[src/hdl/bdlp_pkg.sv]
// ----------------------------------------------------------------------------
// bdlp_pkg
// Shared constants for the button debouncer with long-press detection:
// field widths, register indexes, reset values, level and event codes.
// ----------------------------------------------------------------------------
package bdlp_pkg;

   localparam int COUNT_WIDTH_DEFAULT = 16;

   localparam int CSR_DATA_WIDTH  = 16;
   localparam int CSR_INDEX_WIDTH = 2;
   localparam int TICK_WIDTH      = 16;
   localparam int TIMER_WIDTH     = 16;
   localparam int LEVEL_WIDTH     = 2;
   localparam int EVENT_WIDTH     = 3;

   typedef logic [CSR_INDEX_WIDTH-1:0] csr_index_type;
   typedef logic [CSR_DATA_WIDTH-1:0]  csr_data_type;
   typedef logic [LEVEL_WIDTH-1:0]     level_type;
   typedef logic [EVENT_WIDTH-1:0]     event_type;

   // register indexes
   localparam csr_index_type REG_MAX_COUNT         = 2'd0;
   localparam csr_index_type REG_PRESS_THRESHOLD   = 2'd1;
   localparam csr_index_type REG_RELEASE_THRESHOLD = 2'd2;
   localparam csr_index_type REG_LONG_PRESS_TIME   = 2'd3;

   // register reset values
   localparam csr_data_type MAX_COUNT_RESET         = 16'd100;
   localparam csr_data_type PRESS_THRESHOLD_RESET   = 16'd70;
   localparam csr_data_type RELEASE_THRESHOLD_RESET = 16'd30;
   localparam csr_data_type LONG_PRESS_TIME_RESET   = 16'd1000;

   // debounced levels
   localparam level_type LVL_RELEASED = 2'd0;
   localparam level_type LVL_PRESSED  = 2'd1;
   localparam level_type LVL_LONG     = 2'd2;

   // one-shot events
   localparam event_type EV_PRESS_SHOT   = 3'd3;
   localparam event_type EV_LONG_SHOT    = 3'd4;
   localparam event_type EV_RELEASE_SHOT = 3'd5;

endpackage

[src/hdl/button_debounce_long_press.sv]
// ----------------------------------------------------------------------------
// button_debounce_long_press
// Integrating button debouncer with press, long-press and release events.
// ----------------------------------------------------------------------------
// Result path: a beat's event is registered in the result register, or held
// in the skid stage while that register stalls. Throughput: one beat per cycle
// while req_stall is low; filter, timer and level update as the beat is taken.
// Reset: synchronous, clears filter counter, timer, levels and both result
// stages, and loads the registers with their documented reset values.
// ----------------------------------------------------------------------------
module button_debounce_long_press #(
   parameter int COUNT_WIDTH = bdlp_pkg::COUNT_WIDTH_DEFAULT
) (
   input  logic                                  clock,
   input  logic                                  reset,
   // input channel
   input  logic                                  req_valid,
   output logic                                  req_stall,
   input  logic                                  req_raw_level,
   input  logic [bdlp_pkg::TICK_WIDTH-1:0]       req_elapsed_ticks,
   // result channel
   output logic                                  rsp_valid,
   input  logic                                  rsp_stall,
   output logic [bdlp_pkg::EVENT_WIDTH-1:0]      rsp_button_event,
   // configuration port
   input  logic                                  csr_valid,
   output logic                                  csr_ready,
   input  logic [bdlp_pkg::CSR_INDEX_WIDTH-1:0]  csr_index,
   input  logic [bdlp_pkg::CSR_DATA_WIDTH-1:0]   csr_wdata
);

   localparam int WIDE_W = (COUNT_WIDTH > bdlp_pkg::CSR_DATA_WIDTH)
                           ? COUNT_WIDTH : bdlp_pkg::CSR_DATA_WIDTH;
   localparam int SUM_W  = WIDE_W + 1;
   localparam int TSUM_W = bdlp_pkg::TIMER_WIDTH + 1;

   // configuration registers
   bdlp_pkg::csr_data_type max_count_ff, press_threshold_ff;
   bdlp_pkg::csr_data_type release_threshold_ff, long_press_time_ff;

   // debouncer state
   logic [COUNT_WIDTH-1:0]           filter_count_ff, filter_count_in;
   logic [bdlp_pkg::TIMER_WIDTH-1:0] press_timer_ff, press_timer_in;
   bdlp_pkg::level_type              level_code_ff, level_code_in;
   bdlp_pkg::level_type              previous_level_code_ff;

   // result register and skid stage
   logic                   rsp_valid_ff, skid_valid_ff;
   bdlp_pkg::event_type    rsp_event_ff, skid_event_ff;
   bdlp_pkg::event_type    event_in;

   logic req_accept, rsp_take;

   assign csr_ready        = 1'b1;
   assign req_stall        = skid_valid_ff;
   assign req_accept       = req_valid && !skid_valid_ff;
   assign rsp_take         = rsp_valid_ff && !rsp_stall;
   assign rsp_valid        = rsp_valid_ff;
   assign rsp_button_event = rsp_event_ff;

   always_ff @(posedge clock) begin
      if (reset) begin
         max_count_ff         <= bdlp_pkg::MAX_COUNT_RESET;
         press_threshold_ff   <= bdlp_pkg::PRESS_THRESHOLD_RESET;
         release_threshold_ff <= bdlp_pkg::RELEASE_THRESHOLD_RESET;
         long_press_time_ff   <= bdlp_pkg::LONG_PRESS_TIME_RESET;
      end else if (csr_valid && csr_ready) begin
         unique case (csr_index)
            bdlp_pkg::REG_MAX_COUNT:         max_count_ff         <= csr_wdata;
            bdlp_pkg::REG_PRESS_THRESHOLD:   press_threshold_ff   <= csr_wdata;
            bdlp_pkg::REG_RELEASE_THRESHOLD: release_threshold_ff <= csr_wdata;
            bdlp_pkg::REG_LONG_PRESS_TIME:   long_press_time_ff   <= csr_wdata;
            default: ;
         endcase
      end
   end

   always_comb begin
      logic [SUM_W-1:0]  count_w;
      logic [SUM_W-1:0]  ticks_w;
      logic [SUM_W-1:0]  ceil_w;
      logic [SUM_W-1:0]  width_max_w;
      logic [SUM_W-1:0]  max_w;
      logic [SUM_W-1:0]  next_w;
      logic [SUM_W-1:0]  press_w;
      logic [SUM_W-1:0]  release_w;
      logic [TSUM_W-1:0] timer_sum;
      logic [TSUM_W-1:0] lpt_w;

      count_w     = SUM_W'(filter_count_ff);
      ticks_w     = SUM_W'(req_elapsed_ticks);
      width_max_w = SUM_W'({COUNT_WIDTH{1'b1}});
      max_w       = SUM_W'(max_count_ff);
      ceil_w      = (max_w < width_max_w) ? max_w : width_max_w;
      press_w     = SUM_W'(press_threshold_ff);
      release_w   = SUM_W'(release_threshold_ff);
      lpt_w       = TSUM_W'(long_press_time_ff);
      timer_sum   = TSUM_W'(press_timer_ff) + TSUM_W'(req_elapsed_ticks);

      // integrate, clipped to zero and the ceiling
      if (req_raw_level) begin
         next_w = count_w + ticks_w;
         if (next_w > ceil_w) begin
            next_w = ceil_w;
         end
      end else if (ticks_w > count_w) begin
         next_w = '0;
      end else begin
         next_w = count_w - ticks_w;
      end

      filter_count_in = filter_count_ff;
      press_timer_in  = press_timer_ff;
      level_code_in   = level_code_ff;

      if (req_elapsed_ticks != '0) begin
         filter_count_in = next_w[COUNT_WIDTH-1:0];
         if (next_w > press_w) begin
            level_code_in  = bdlp_pkg::LVL_PRESSED;
            press_timer_in = (timer_sum > lpt_w) ? long_press_time_ff
                                                 : timer_sum[bdlp_pkg::TIMER_WIDTH-1:0];
         end
         // release wins when both thresholds hit
         if (next_w < release_w) begin
            level_code_in  = bdlp_pkg::LVL_RELEASED;
            press_timer_in = '0;
         end
         if (press_timer_in >= long_press_time_ff) begin
            level_code_in = bdlp_pkg::LVL_LONG;
         end
      end

      if (previous_level_code_ff != level_code_in) begin
         priority if (level_code_in == bdlp_pkg::LVL_PRESSED) begin
            event_in = bdlp_pkg::EV_PRESS_SHOT;
         end else if (level_code_in == bdlp_pkg::LVL_LONG) begin
            event_in = bdlp_pkg::EV_LONG_SHOT;
         end else begin
            event_in = bdlp_pkg::EV_RELEASE_SHOT;
         end
      end else begin
         event_in = bdlp_pkg::EVENT_WIDTH'(level_code_in);
      end
   end

   always_ff @(posedge clock) begin
      if (reset) begin
         filter_count_ff        <= '0;
         press_timer_ff         <= '0;
         level_code_ff          <= bdlp_pkg::LVL_RELEASED;
         previous_level_code_ff <= bdlp_pkg::LVL_RELEASED;
      end else if (req_accept) begin
         filter_count_ff        <= filter_count_in;
         press_timer_ff         <= press_timer_in;
         level_code_ff          <= level_code_in;
         previous_level_code_ff <= level_code_in;
      end
   end

   always_ff @(posedge clock) begin
      if (reset) begin
         rsp_valid_ff  <= 1'b0;
         skid_valid_ff <= 1'b0;
      end else if (skid_valid_ff) begin
         if (rsp_take) begin
            skid_valid_ff <= 1'b0;
         end
      end else if (req_accept) begin
         // park the beat in the skid stage while the result register is held
         if (!rsp_valid_ff || rsp_take) begin
            rsp_valid_ff <= 1'b1;
         end else begin
            skid_valid_ff <= 1'b1;
         end
      end else if (rsp_take) begin
         rsp_valid_ff <= 1'b0;
      end
   end

   always_ff @(posedge clock) begin
      if (skid_valid_ff) begin
         if (rsp_take) begin
            rsp_event_ff <= skid_event_ff;
         end
      end else if (req_accept) begin
         if (!rsp_valid_ff || rsp_take) begin
            rsp_event_ff <= event_in;
         end else begin
            skid_event_ff <= event_in;
         end
      end
   end

endmodule
[config.mk]
export PLATFORM = sky130hd
export DESIGN_NAME = button_debounce_long_press
export DESIGN_NICKNAME = d
export VERILOG_FILES = /design/src/hdl/bdlp_pkg.sv /design/src/hdl/button_debounce_long_press.sv
export SDC_FILE = /design/constraint.sdc
export NUM_CORES = 1
export LEC_CHECK = 0
export ABC_AREA = 1
export BUFFER_PORTS_ARGS = -buffer_cell sky130_fd_sc_hd__buf_4
export CAP_MARGIN = 20
export CORE_MARGIN = 2
export CORE_UTILIZATION = 65
export CTS_CLUSTER_DIAMETER = 80
export DETAILED_ROUTE_END_ITERATION = 8
export PLACE_DENSITY_LB_ADDON = 0.15
export SYNTH_ARGS = -nofsm -noshare
export SYNTH_HDL_FRONTEND = slang
export SYNTH_SLANG_ARGS = --single-unit
[constraint.sdc]
create_clock -name clock -period 21.8 [get_ports clock]
set_clock_uncertainty 0.15 [all_clocks]
set_input_delay 1.09 -clock clock [delete_from_list [all_inputs] [get_ports clock]]
set_output_delay 1.09 -clock clock [all_outputs]
set_load 0.05 [all_outputs]
---- Word-level counts from Yosys, hierarchy flattened ----
Cells that the tools add are included.
cells by class
  bitwise operators ....................... 2
  equal/unequal tests ..................... 8
  reduce and logical (&&, ||, !) cells .... 19
  muxes and demuxes ....................... 26
  $lt $le $gt $ge ......................... 7
  add/subtract/negate cells ............... 3
operators by type and width
  operator                                                count
  two-way mux 16 bit                                      5
  > comparator 17 x 16 -> 1 bit                           3
  two-way mux 17 bit                                      3
  adder 16 x 16 -> 17 bit                                 2
  two-way mux 3 bit                                       6
  less-than comparator 17 x 16 -> 1 bit                   1
  subtractor 16 x 16 -> 17 bit                            1
  greater-or-equal comparator 16 bit                      1
  > comparator 16 bit                                     1
  less-than comparator 16 bit (second input constant)     1
  nonzero test 16 bit                                     1
  AND reduction 2 bit                                     5
  AND reduction 3 bit                                     3
  two-way mux 1 bit                                       8
  two-way mux 2 bit                                       4
  == test 2 bit (second input constant)                   3
  nonzero test 2 bit                                      3
  == test 2 x 1 -> 1 bit (second input constant)          2
  inequality test 2 x 1 -> 1 bit (second input constant)  2
  zero test 1 bit                                         3
  logical AND 1 bit                                       2
  zero test 2 bit                                         1
  inequality test 2 bit                                   1
  NOT 1 bit                                               2
  logical OR 1 bit                                        1
word-level totals
  bits of input ports ..................... 40
  output and inout port bits .............. 6
  register bits ........................... 106
  logic and storage cells ................. 76

---- Depth between registers and ports, before layout ----
Gate-level depths: netlist of the first run.
  word-level depth ........................ 19
  depth in mapped cells ................... 64

---- Least setup slack after synthesis of the first run ----
OpenSTA, ideal clock, no wires.
  kind .................................... input port to flip-flop
  start point ............................. input req_elapsed_ticks[2] (netlist name)
  end point ............................... register rsp_event_ff[0], in the netlist rsp_button_event[0], data pin
  path buffers ............................ 3
  arrival time ............................ 7.491 ns
  library setup time ...................... 0.254 ns
  path slack .............................. 13.905 ns
  stages on the path ...................... 62
  cells stage by stage .................... inv_1 ha_1 buf_2 inv_2 nand3_1 nand2_1 a21oi_1 o21ai_1 a21boi_1 o21ai_1 nand3_1 nand2_1 nand2_1 nand2_1 inv_1 ha_1 nand2_1 nor2_1 [26 not listed] a21oi_1 nor2_1 a211oi_1 o221ai_1 nand2_1 nand3_1 nor2_1 nand2_1 inv_1 nand2_4 nand2_2 nand2_2 nand2_2 nand2_1 nand2_1 nand2_2 nand2_1 nand2_1
between the ends
  cells in the longest elaborated chain, start to end .. 18
  elaborated cells on any way between the ends .. 30
  classes of those cells .................. add/sub: 3; order compare: 6; eq/ne: 3; mux: 17; reduce/logical: 1
RTL lines
  element                        line                               RTL
  start, declared                button_debounce_long_press.sv:20   input logic [bdlp_pkg::TICK_WIDTH-1:0] req_elapsed_ticks,
  adder 16 x 16 -> 17 bit        button_debounce_long_press.sv:102  next_w = count_w + ticks_w;
  > comparator 17 x 16 -> 1 bit  button_debounce_long_press.sv:103  if (next_w > ceil_w) begin
  two-way mux 17 bit             button_debounce_long_press.sv:103
  two-way mux 17 bit             button_debounce_long_press.sv:101  if (req_raw_level) begin
  > comparator 17 x 16 -> 1 bit  button_debounce_long_press.sv:118  if (next_w > press_w) begin
  two-way mux 16 bit             button_debounce_long_press.sv:118
  two-way mux 16 bit             button_debounce_long_press.sv:124  if (next_w < release_w) begin
  two-way mux 16 bit             button_debounce_long_press.sv:116  if (req_elapsed_ticks != '0) begin
  [3 not listed]                 --
  == test 2 bit                  button_debounce_long_press.sv:136  end else if (level_code_in == bdlp_pkg::LVL_LONG) begin
  two-way mux 1 bit              button_debounce_long_press.sv:136
  two-way mux 3 bit              button_debounce_long_press.sv:134  priority if (level_code_in == bdlp_pkg::LVL_PRESSED) begin
  two-way mux 3 bit (*)          button_debounce_long_press.sv:133  if (previous_level_code_ff != level_code_in) begin
  net event_in[0]                button_debounce_long_press.sv:50   bdlp_pkg::event_type event_in;
  two-way mux 3 bit (*)          button_debounce_long_press.sv:186  if (!rsp_valid_ff || rsp_take) begin
  two-way mux 3 bit (*)          button_debounce_long_press.sv:185  end else if (req_accept) begin
  two-way mux 3 bit (*)          button_debounce_long_press.sv:181  if (skid_valid_ff) begin
  end signal, assigned           button_debounce_long_press.sv:183  rsp_event_ff <= skid_event_ff;
  end signal, assigned           button_debounce_long_press.sv:187  rsp_event_ff <= event_in;
  end, declared                  button_debounce_long_press.sv:49   bdlp_pkg::event_type rsp_event_ff, skid_event_ff;
The timed path passes the listed nets; every way through them passes the cells marked *. The select of a mux whose other input is x is not followed.
A chain may end at the register's enable or synchronous reset.

---- Worst setup path after layout of the first run ----
Ends and elaborated chain as after synthesis.

==> results of run 1 <==
==> metrics by stage <==
| step | instance area [sq um] | hold slack, ns | cells |
|---|---|---|---|
| detailed placement | 9270 | 0.305 | 1455 |
| CTS | 9580 | 0.316 | 1471 |
| finish | 9600 | 0.317 | 1472 |
| global route | 9600 | 0.333 | 1472 |
| floorplan | 8870 | 0.285 | 1276 |
| global placement | 9250 | 0.298 | 1454 |
==> final timing paths <==
check                                      startpoint                    end  slack [ns]
worst max-delay path             req_elapsed_ticks[2]    rsp_button_event[0]       12.51
worst min-delay path            press_threshold_ff[5]  press_threshold_ff[5]        0.32
worst max register to register     filter_count_ff[2]    rsp_button_event[0]       13.04
worst min register to register  press_threshold_ff[5]  press_threshold_ff[5]        0.32
==> layer usage <==
metal / vias up / wire, um
met3: 75 / 1570
met2: 345 / 11700
met5: - / 0
li1: 4311 / -
met4: 0 / 913
met1: 4016 / 11000
==> placed cells by master (no fill, tap or decap), types with 4 or more instances in the layout <==
cell type    n
xor2_1      31
nor2_1      86
nand3_2      5
xnor2_1      5
buf_4       48
inv_1      195
nand2_1    207
nand3_1     32
a211oi_1     4
o21bai_1     7
o211ai_1    37
inv_2        7
a21o_1       4
o21ai_1     12
dfxtp_1    100
o21ai_0    129
nand4_1     17
edfxtp_1     6
nand2_2     10
ha_1       127
nor3_1      10
a21oi_1    156
clkbuf_16   10
==> flip-flops by register name, summed over array words and instances, names as in the netlist, 3 cells and up <==
| signal | count |
|---|---|
| release_threshold_ff | 16 |
| long_press_time_ff | 16 |
| max_count_ff | 16 |
| skid_event_ff | 3 |
| rsp_button_event | 3 |
| press_threshold_ff | 16 |
| filter_count_ff | 16 |
| press_timer_ff | 16 |
==> cells by family (layout without fill, tap and decap cells) <==
| family | Yosys count | count (layout) | share of synthesized area |
|---|---|---|---|
| AO/OA/AOI/OAI | 371 | 371 | 0.232 |
| XOR/XNOR | 36 | 36 | 0.0355 |
| adder cells (fa/ha/maj) | 130 | 130 | 0.186 |
| buffers and inverters | 248 | 268 | 0.110 |
| flip-flops | 106 | 106 | 0.246 |
| other | 1 | 1 | 0.000423 |
| AND/OR/NAND/NOR | 384 | 384 | 0.191 |
==> power breakdown <==
group          switching, uW  total (uW)  internal, uW
Combinational            298         459           162
Sequential              11.7         231           219
Clock                   80.9         170          89.2
Total                    390         860           470
==> worst max-delay path, delay by kind of cell <==
| kind | cells | cell delay (ns) |
|---|---|---|
| compound gates | 15 | 2.76 |
| fa+ha+maj | 4 | 1.32 |
| simple gates | 32 | 2.95 |
| buf+inv | 9 | 1.11 |
==> Yosys cell counts (4+ instances only) <==
| cell | instances |
|---|---|
| nand2_1 | 207 |
| inv_1 | 196 |
| a21oi_1 | 156 |
| o21ai_0 | 129 |
| ha_1 | 127 |
| dfxtp_1 | 100 |
| nor2_1 | 87 |
| o211ai_1 | 37 |
| clkbuf_1 | 33 |
| nand3_1 | 32 |
| xor2_1 | 31 |
| nand4_1 | 17 |
| o21ai_1 | 12 |
| nand2_2 | 10 |
| nor3_1 | 10 |
| o21bai_1 | 7 |
| edfxtp_1 | 6 |
| inv_2 | 6 |
| buf_2 | 5 |
| nand3_2 | 5 |
| xnor2_1 | 5 |
| a211oi_1 | 4 |
| a21o_1 | 4 |
==> final cells by class <==
type / count / area, sq um / share of cell area
clock buffers: 11 / 264 / 0.0275
clock inverters: 5 / 43.8 / 0.00456
inverters: 202 / 758 / 0.0789
multi-input cells: 922 / 5730 / 0.596
flip-flops and latches: 106 / 2180 / 0.227
well taps: 176 / 220 / 0.0229
repair buffers: 50 / 408 / 0.0425
==> summary.txt, run 1 <==
Timing
  – Period Utilization, post-route: 0.426
  – Setup TNS: 0 ns
  – Slew margin rel.: 0.421
  – Measured slew at the worst slew-check pin: 0.866 ns
  – RSZ-0062 raised after global routing: no
  – Final Hold Fails: 0
  – Slew Limit Fails: 0
  – Tmin final: ~9.3 ns
  – Max frequency: between 0.1 and 0.15 GHz
  – PnR worst setup slack: roughly 13 ns
  – Finish-stage setup viols: 0

Floorplan
  – Cell Rows: 42
  – DIE AREA: 0.0146 sq mm
  – I/O pin count: 46
  – Die width: between 100 and 150 um
  – Chip height: about 120 um
  – Initial Util: 0.668
  – Core Region: around 0.013 sq mm

Critical path
  – Slowest stage cell, crit path: ha_1
  – Critical Path Fanout Max: 33
  – CP required: about 22 ns
  – Max incr delay on CP: around 0.4 ns
  – Crit. End Element: flip-flop
  – Worst Reg-to-Reg Cells: between 50 and 60
  – Top cell by count, worst path: nand2_1
  – Startpoint types: input pin
  – WS Path Type: in2reg
  – Critical path arrival: roughly 9 ns

Global routing
  – Top Usage Layer GRT: met2
  – Pin count of the biggest net entering global routing: 52
  – Overflow left after global routing: 0
  – First-pass GRT wire length: around 40 mm
  – Met1 Use GR: 0.444
  – Met3 Usage GRT: 0.0404
  – Antenna violations before repair: 0
  – Number of global-route vias before repair: about 8000
  – Global-route met2 utilization: 0.598
  – All-layer global routing usage: 0.351

CTS
  – CTS root buffer: clkbuf_16
  – CTS tree: done
  – CTS sink cnt: between 100 and 150
  – Num CTS Buffers: 9
  – Setup bufs post-CTS: 0
  – Max Root-Sink Buffers: 2
  – CTS Hold Bufs: 0
  – Post_cts resized: 0
  – Clk Latency, worst-skew pair: roughly 0.36 ns
  – CTS clk-pin slew, worst paths: ~0.070 ns
  – CTS H-tree lvls: 3

Synth
  – Syn nets: roughly 1400
  – Post-synth top area share: 0.226
  – Synth area leaders: dfxtp_1 23%, ha_1 18%, a21oi_1 8.8%, nand2_1 8.8%, inv_1 8.3%
  – Synth warn: 0
  – Synth Instances: about 1300
  – Number of synthesized flops with an enable pin: 6
  – Syn Area/Cell: approximately 7 sq um
  – Post-synth top area cell: dfxtp_1
  – Sequential area share after synthesis: 0.246
  – Flops & latches, synth: between 100 and 150
  – Netlist Area Pre-Place: roughly 0.0089 sq mm
  – Yosys cell types: 54
  – Most used DFF post-synth: dfxtp_1
  – Synth async-reset ratio: 0

Run
  – Max cap viols: 0

Power and ir drop
  – P_leak: around 0.0048 uW
  – Design Power: 860 uW
  – Max VDD drop: 0.0530 mV
  – Pwr/cell area: between 80 and 90 mW/mm^2

Outcome
  – Status: finished, final reports clean

Detailed routing
  – Post-route DRC: 0
  – Detail Route Antenna Nets: 0
  – Via density: 5.94
  – 1st-pass router iterations: 5
  – Vias: 8747
  – WL final: about 25 mm
  – Initial DRC Count: 708
  – Drt wl/cell: between 15 and 20 um

Layout
  – Filler Cell Count: 1162
  – N_diodes: 0
  – Post-layout util: 0.722
  – Layout area overhead: 8.22%
  – Share of cells above drive strength 1: 0.0795
  – NumNets Final: approximately 1500

Hold path
  – Hold Path Stages: 2
  – Hold Path Class: reg2reg

Place
  – Placed wire-length estimate: a little under 20 mm
  – Buffers on Ports: 44
  – Post-Place Setup Slack: approximately 12 ns
  – Placer's final routability congestion estimate: roughly 1.0
No activity file was read; power rests on OpenSTA's default activity.
==> inputs of run 2 (changes only) <==
- ABC_AREA: 1 -> 0
- CORE_UTILIZATION: 65 -> 63
- clock period: 21.8 -> 8.6 ns (I/O delays scaled with it)
==> run 2 against run 1 <==
Compared with the run above:
- largest cell class unchanged
- via count increased by 1.4%
- critical path type is now reg2reg
- highest routed layer unchanged
- clock power increased to 2.6 times the previous value
- global-route usage increased by 1.4 points
- combinational power increased to 3.6 times the previous value
- routed wire length increased by 10%
- total power increased to 3.1 times the previous value
- sequential power increased to 2.6 times the previous value
- register-to-register slack got worse by 13 ns
- utilization increased by 2.1 points
==> summary.txt, run 2 <==
Power and ir drop
  – Pwr/cell area: 262 mW/mm^2 (was 89.5 mW/mm^2)
  – P_leak: 0.00458 uW (was 0.00483 uW)
  – Design Power: 2700 uW (was 860 uW)
  – Max VDD drop: 0.171 mV (was 0.0530 mV)

Synth
  – Post-synth top area cell: dfxtp_1 (unchanged)
  – Top-count cell post-synth: nand2_1 (unchanged)
  – Syn Area/Cell: 7.83 sq um (was 6.96 sq um)
  – Netlist Area Pre-Place: 0.00890 sq mm (was 0.00887 sq mm)
  – Sequential area share after synthesis: 0.245 (was 0.246)
  – Synth area leaders: dfxtp_1 23%, ha_1 18%, nand2_1 7.5%, a21oi_1 6.5%, inv_1 4.0% (was dfxtp_1 23%, ha_1 18%, a21oi_1 8.8%, nand2_1 8.8%, inv_1 8.3%)
  – Yosys cell types: 80 (was 54)
  – Synth warn: 0 (unchanged)
  – Syn nets: 1306 (was 1446)
  – Most used DFF post-synth: dfxtp_1 (unchanged)
  – Post-synth top area share: 0.225 (was 0.226)
  – Synth async-reset ratio: 0 (unchanged)
  – Flops & latches, synth: 106 (unchanged)
  – Commonest cells post-synth: 177 x nand2_1, 127 x ha_1, 116 x a21oi_1 (was 207 x nand2_1, 196 x inv_1, 156 x a21oi_1)
  – Synth Instances: 1136 (was 1276)
  – Number of synthesized flops with an enable pin: 6 (unchanged)

Floorplan
  – Cell Rows: 43 (was 42)
  – Chip height: 123 um (was 121 um)
  – DIE AREA: 0.0151 sq mm (was 0.0146 sq mm)
  – Core Region: 0.0138 sq mm (was 0.0133 sq mm)
  – Initial Util: 0.643 (was 0.668)
  – Die width: 123 um (was 121 um)
  – I/O pin count: 46 (unchanged)

Layout
  – Layout area overhead: 15.6% (was 8.22%)
  – Share of cells above drive strength 1: 0.157 (was 0.0795)
  – Commonest non-fill, non-tap cells in the layout: 176 x nand2_1, 125 x ha_1, 115 x buf_4, 111 x a21oi_1, 99 x dfxtp_1 (was 207 x nand2_1, 195 x inv_1, 156 x a21oi_1, 129 x o21ai_0, 127 x ha_1)
  – N_diodes: 0 (unchanged)
  – Most common cell after layout, fill and taps aside: nand2_1 (unchanged)
  – NumNets Final: 1389 (was 1461)

CTS
  – CTS sink cnt: 106 (unchanged)
  – CTS H-tree lvls: 3 (unchanged)
  – Num CTS Buffers: 9 (unchanged)
  – Clk Latency, worst-skew pair: 0.36 ns (about the same)
  – Max Root-Sink Buffers: 2 (unchanged)
  – CTS root buffer: clkbuf_16 (unchanged)
  – CTS tree: done (unchanged)
  – CTS clk-pin slew, worst paths: 0.09 ns (was 0.07 ns)
  – CTS Hold Bufs: 0 (unchanged)

Detailed routing
  – Initial DRC Count: 972 (was 708)
  – Detail Route Antenna Nets: 0 (unchanged)
  – Drt wl/cell: 19.7 um (was 17.1 um)
  – Via density: 6.32 (was 5.94)
  – 1st-pass router iterations: 7 (was 5)
  – Vias: 8869 (was 8747)
  – WL final: 27.7 mm (was 25.2 mm)
  – Post-route DRC: 0 (unchanged)

Place
  – Post-Place Setup Slack: -0.0856 ns (was 12.41 ns)
  – Placer's final routability congestion estimate: 0.991 (was 1.03)
  – Buffers on Ports: 44 (unchanged)
  – Placed wire-length estimate: 20.8 mm (was 19.5 mm)

Critical path
  – Flop2flop setup slack: 0.11 ns (was 13.04 ns)
  – Crit. End Element: flip-flop (unchanged)
  – CP required: 8.55 ns (was 21.77 ns)
  – Critical path arrival: 8.44 ns (was 9.27 ns)
  – Critical Path Fanout Max: 6 (was 33)
  – RR Startpoint: filter_count_ff[1] (was filter_count_ff[2])
  – Worst Reg-to-Reg Cells: 39 (was 58)
  – Top cell by count, worst path: ha_1 (was nand2_1)
  – Startpoint types: flip-flop (was input pin)
  – Worst r2r dst: rsp_button_event[1] (was rsp_button_event[0])
  – WS Path Type: reg2reg (was in2reg)
  – Max incr delay on CP: 0.44 ns (was 0.41 ns)
  – Slowest stage cell, crit path: o41a_1 (was ha_1)

Global routing
  – First-pass GRT wire length: 41.8 mm (was 40.0 mm)
  – All-layer global routing usage: 0.365 (was 0.351)
  – Number of global-route vias before repair: 7878 (was 8177)
  – Overflow left after global routing: 0 (unchanged)
  – Antenna violations before repair: 0 (unchanged)
  – Pin count of the biggest net entering global routing: 64 (was 52)

Hold path
  – Worst hold endpoint: long_press_time_ff[15] (was press_threshold_ff[5])
  – Hold Path Class: in2reg (was reg2reg)
  – Hold Path Stages: 3 (was 2)
  – Hold_sp: csr_wdata[15] (was press_threshold_ff[5])

Timing
  – Measured slew at the worst slew-check pin: 0.862 ns (was 0.866 ns)
  – Setup TNS: 0 ns (unchanged)
  – Slew margin rel.: 0.421 (about the same)
  – Finish-stage setup viols: 0 (unchanged)
  – Final Hold Fails: 0 (unchanged)
  – Period Utilization, post-route: 0.987
  – Slew Limit Fails: 0 (unchanged)
  – Tmin final: approximately 8.5 ns
  – Max frequency: 0.118 GHz
  – PnR worst setup slack: 0.113 ns (was 12.51 ns)
  – Hold Slack: 0.192 ns (was 0.317 ns)

Run
  – Max cap viols: 0 (unchanged)

Outcome
  – Status: finished, final reports clean (unchanged)
==> run 2: routing by layer <==
metal	up-vias	GRT usage	wire length, um
met3	56	0.0469	2430
li1	4209	-	-
met4	0	0.139	907
met1	4158	0.540	12400
met5	-	0	0
met2	446	0.537	12000
==> run 2: how the worst max path moves through the flow <==
stage / startpoint / endpoint / slack (ns)
after floorplan: req_elapsed_ticks[2] / skid_event_ff[2] / 0.01
after global placement: req_elapsed_ticks[2] / skid_event_ff[2] / 0.02
after detailed placement: req_elapsed_ticks[2] / skid_event_ff[2] / -0.09
after CTS: filter_count_ff[1] / skid_event_ff[2] / 0.06
after global routing: filter_count_ff[1] / rsp_button_event[1] / -0.23
final: filter_count_ff[1] / rsp_button_event[1] / 0.11
==> run 2: power breakdown <==
| group | total [uW] | leakage [uW] | switching (uW) | internal, uW |
|---|---|---|---|---|
| registers | 601 | 0.000874 | 38.8 | 562 |
| logic | 1660 | 0.00356 | 897 | 764 |
| clock network | 436 | 0.000152 | 226 | 210 |
==> run 2: what timing repair did <==
action | 4_1_cts | 5_1_grt
setup endpoints to repair | 0 | 8
resized for setup | 0 | 48
endpoints found under the hold margin | 0 | 0
setup buffers | 0 | 20
==> run 2: critical path: cells and delay by family (launching register included) <==
kind	cells	cell delay, ns
xor+xnor	1	0.17
buf+inv	4	0.55
mux	2	0.34
compound gates	21	4.30
simple gates	7	1.20
fa+ha+maj	4	1.12
flops	1	0.37
==> run 2: final cells by class <==
class | instances | area (sq um)
inverter | 97 | 364
timing repair buffer | 121 | 925
clock buffer | 9 | 225
sequential | 106 | 2190
tap | 180 | 225
clock inverter | 7 | 88.8
multi-input combinational | 884 | 6270
fill | 1132 | 3540
==> run 2: cell families (layout without fill, tap and decap cells) <==
group	after synthesis	in the layout	share of synthesized area
AND/OR/NAND/NOR	354	354	0.187
AO/OA/AOI/OAI	337	337	0.249
buffers and inverters	146	234	0.0681
adder cells (fa/ha/maj)	130	130	0.185
flip-flops	106	106	0.245
XOR/XNOR	36	36	0.0354
multiplexers	26	26	0.0294
other	1	1	0.000421
==> run 2: through the flow <==
| step | std cells | utilization | area, sq um |
|---|---|---|---|
| 2_1_floorplan | 1136 | - | 8900 |
| 3_3_place_gp | 1365 | 0.696 | 9620 |
| 3_5_place_dp | 1365 | 0.696 | 9620 |
| 4_1_cts | 1381 | 0.719 | 9940 |
| 5_1_grt | 1404 | 0.744 | 10300 |
| 6_report | 1404 | 0.744 | 10300 |
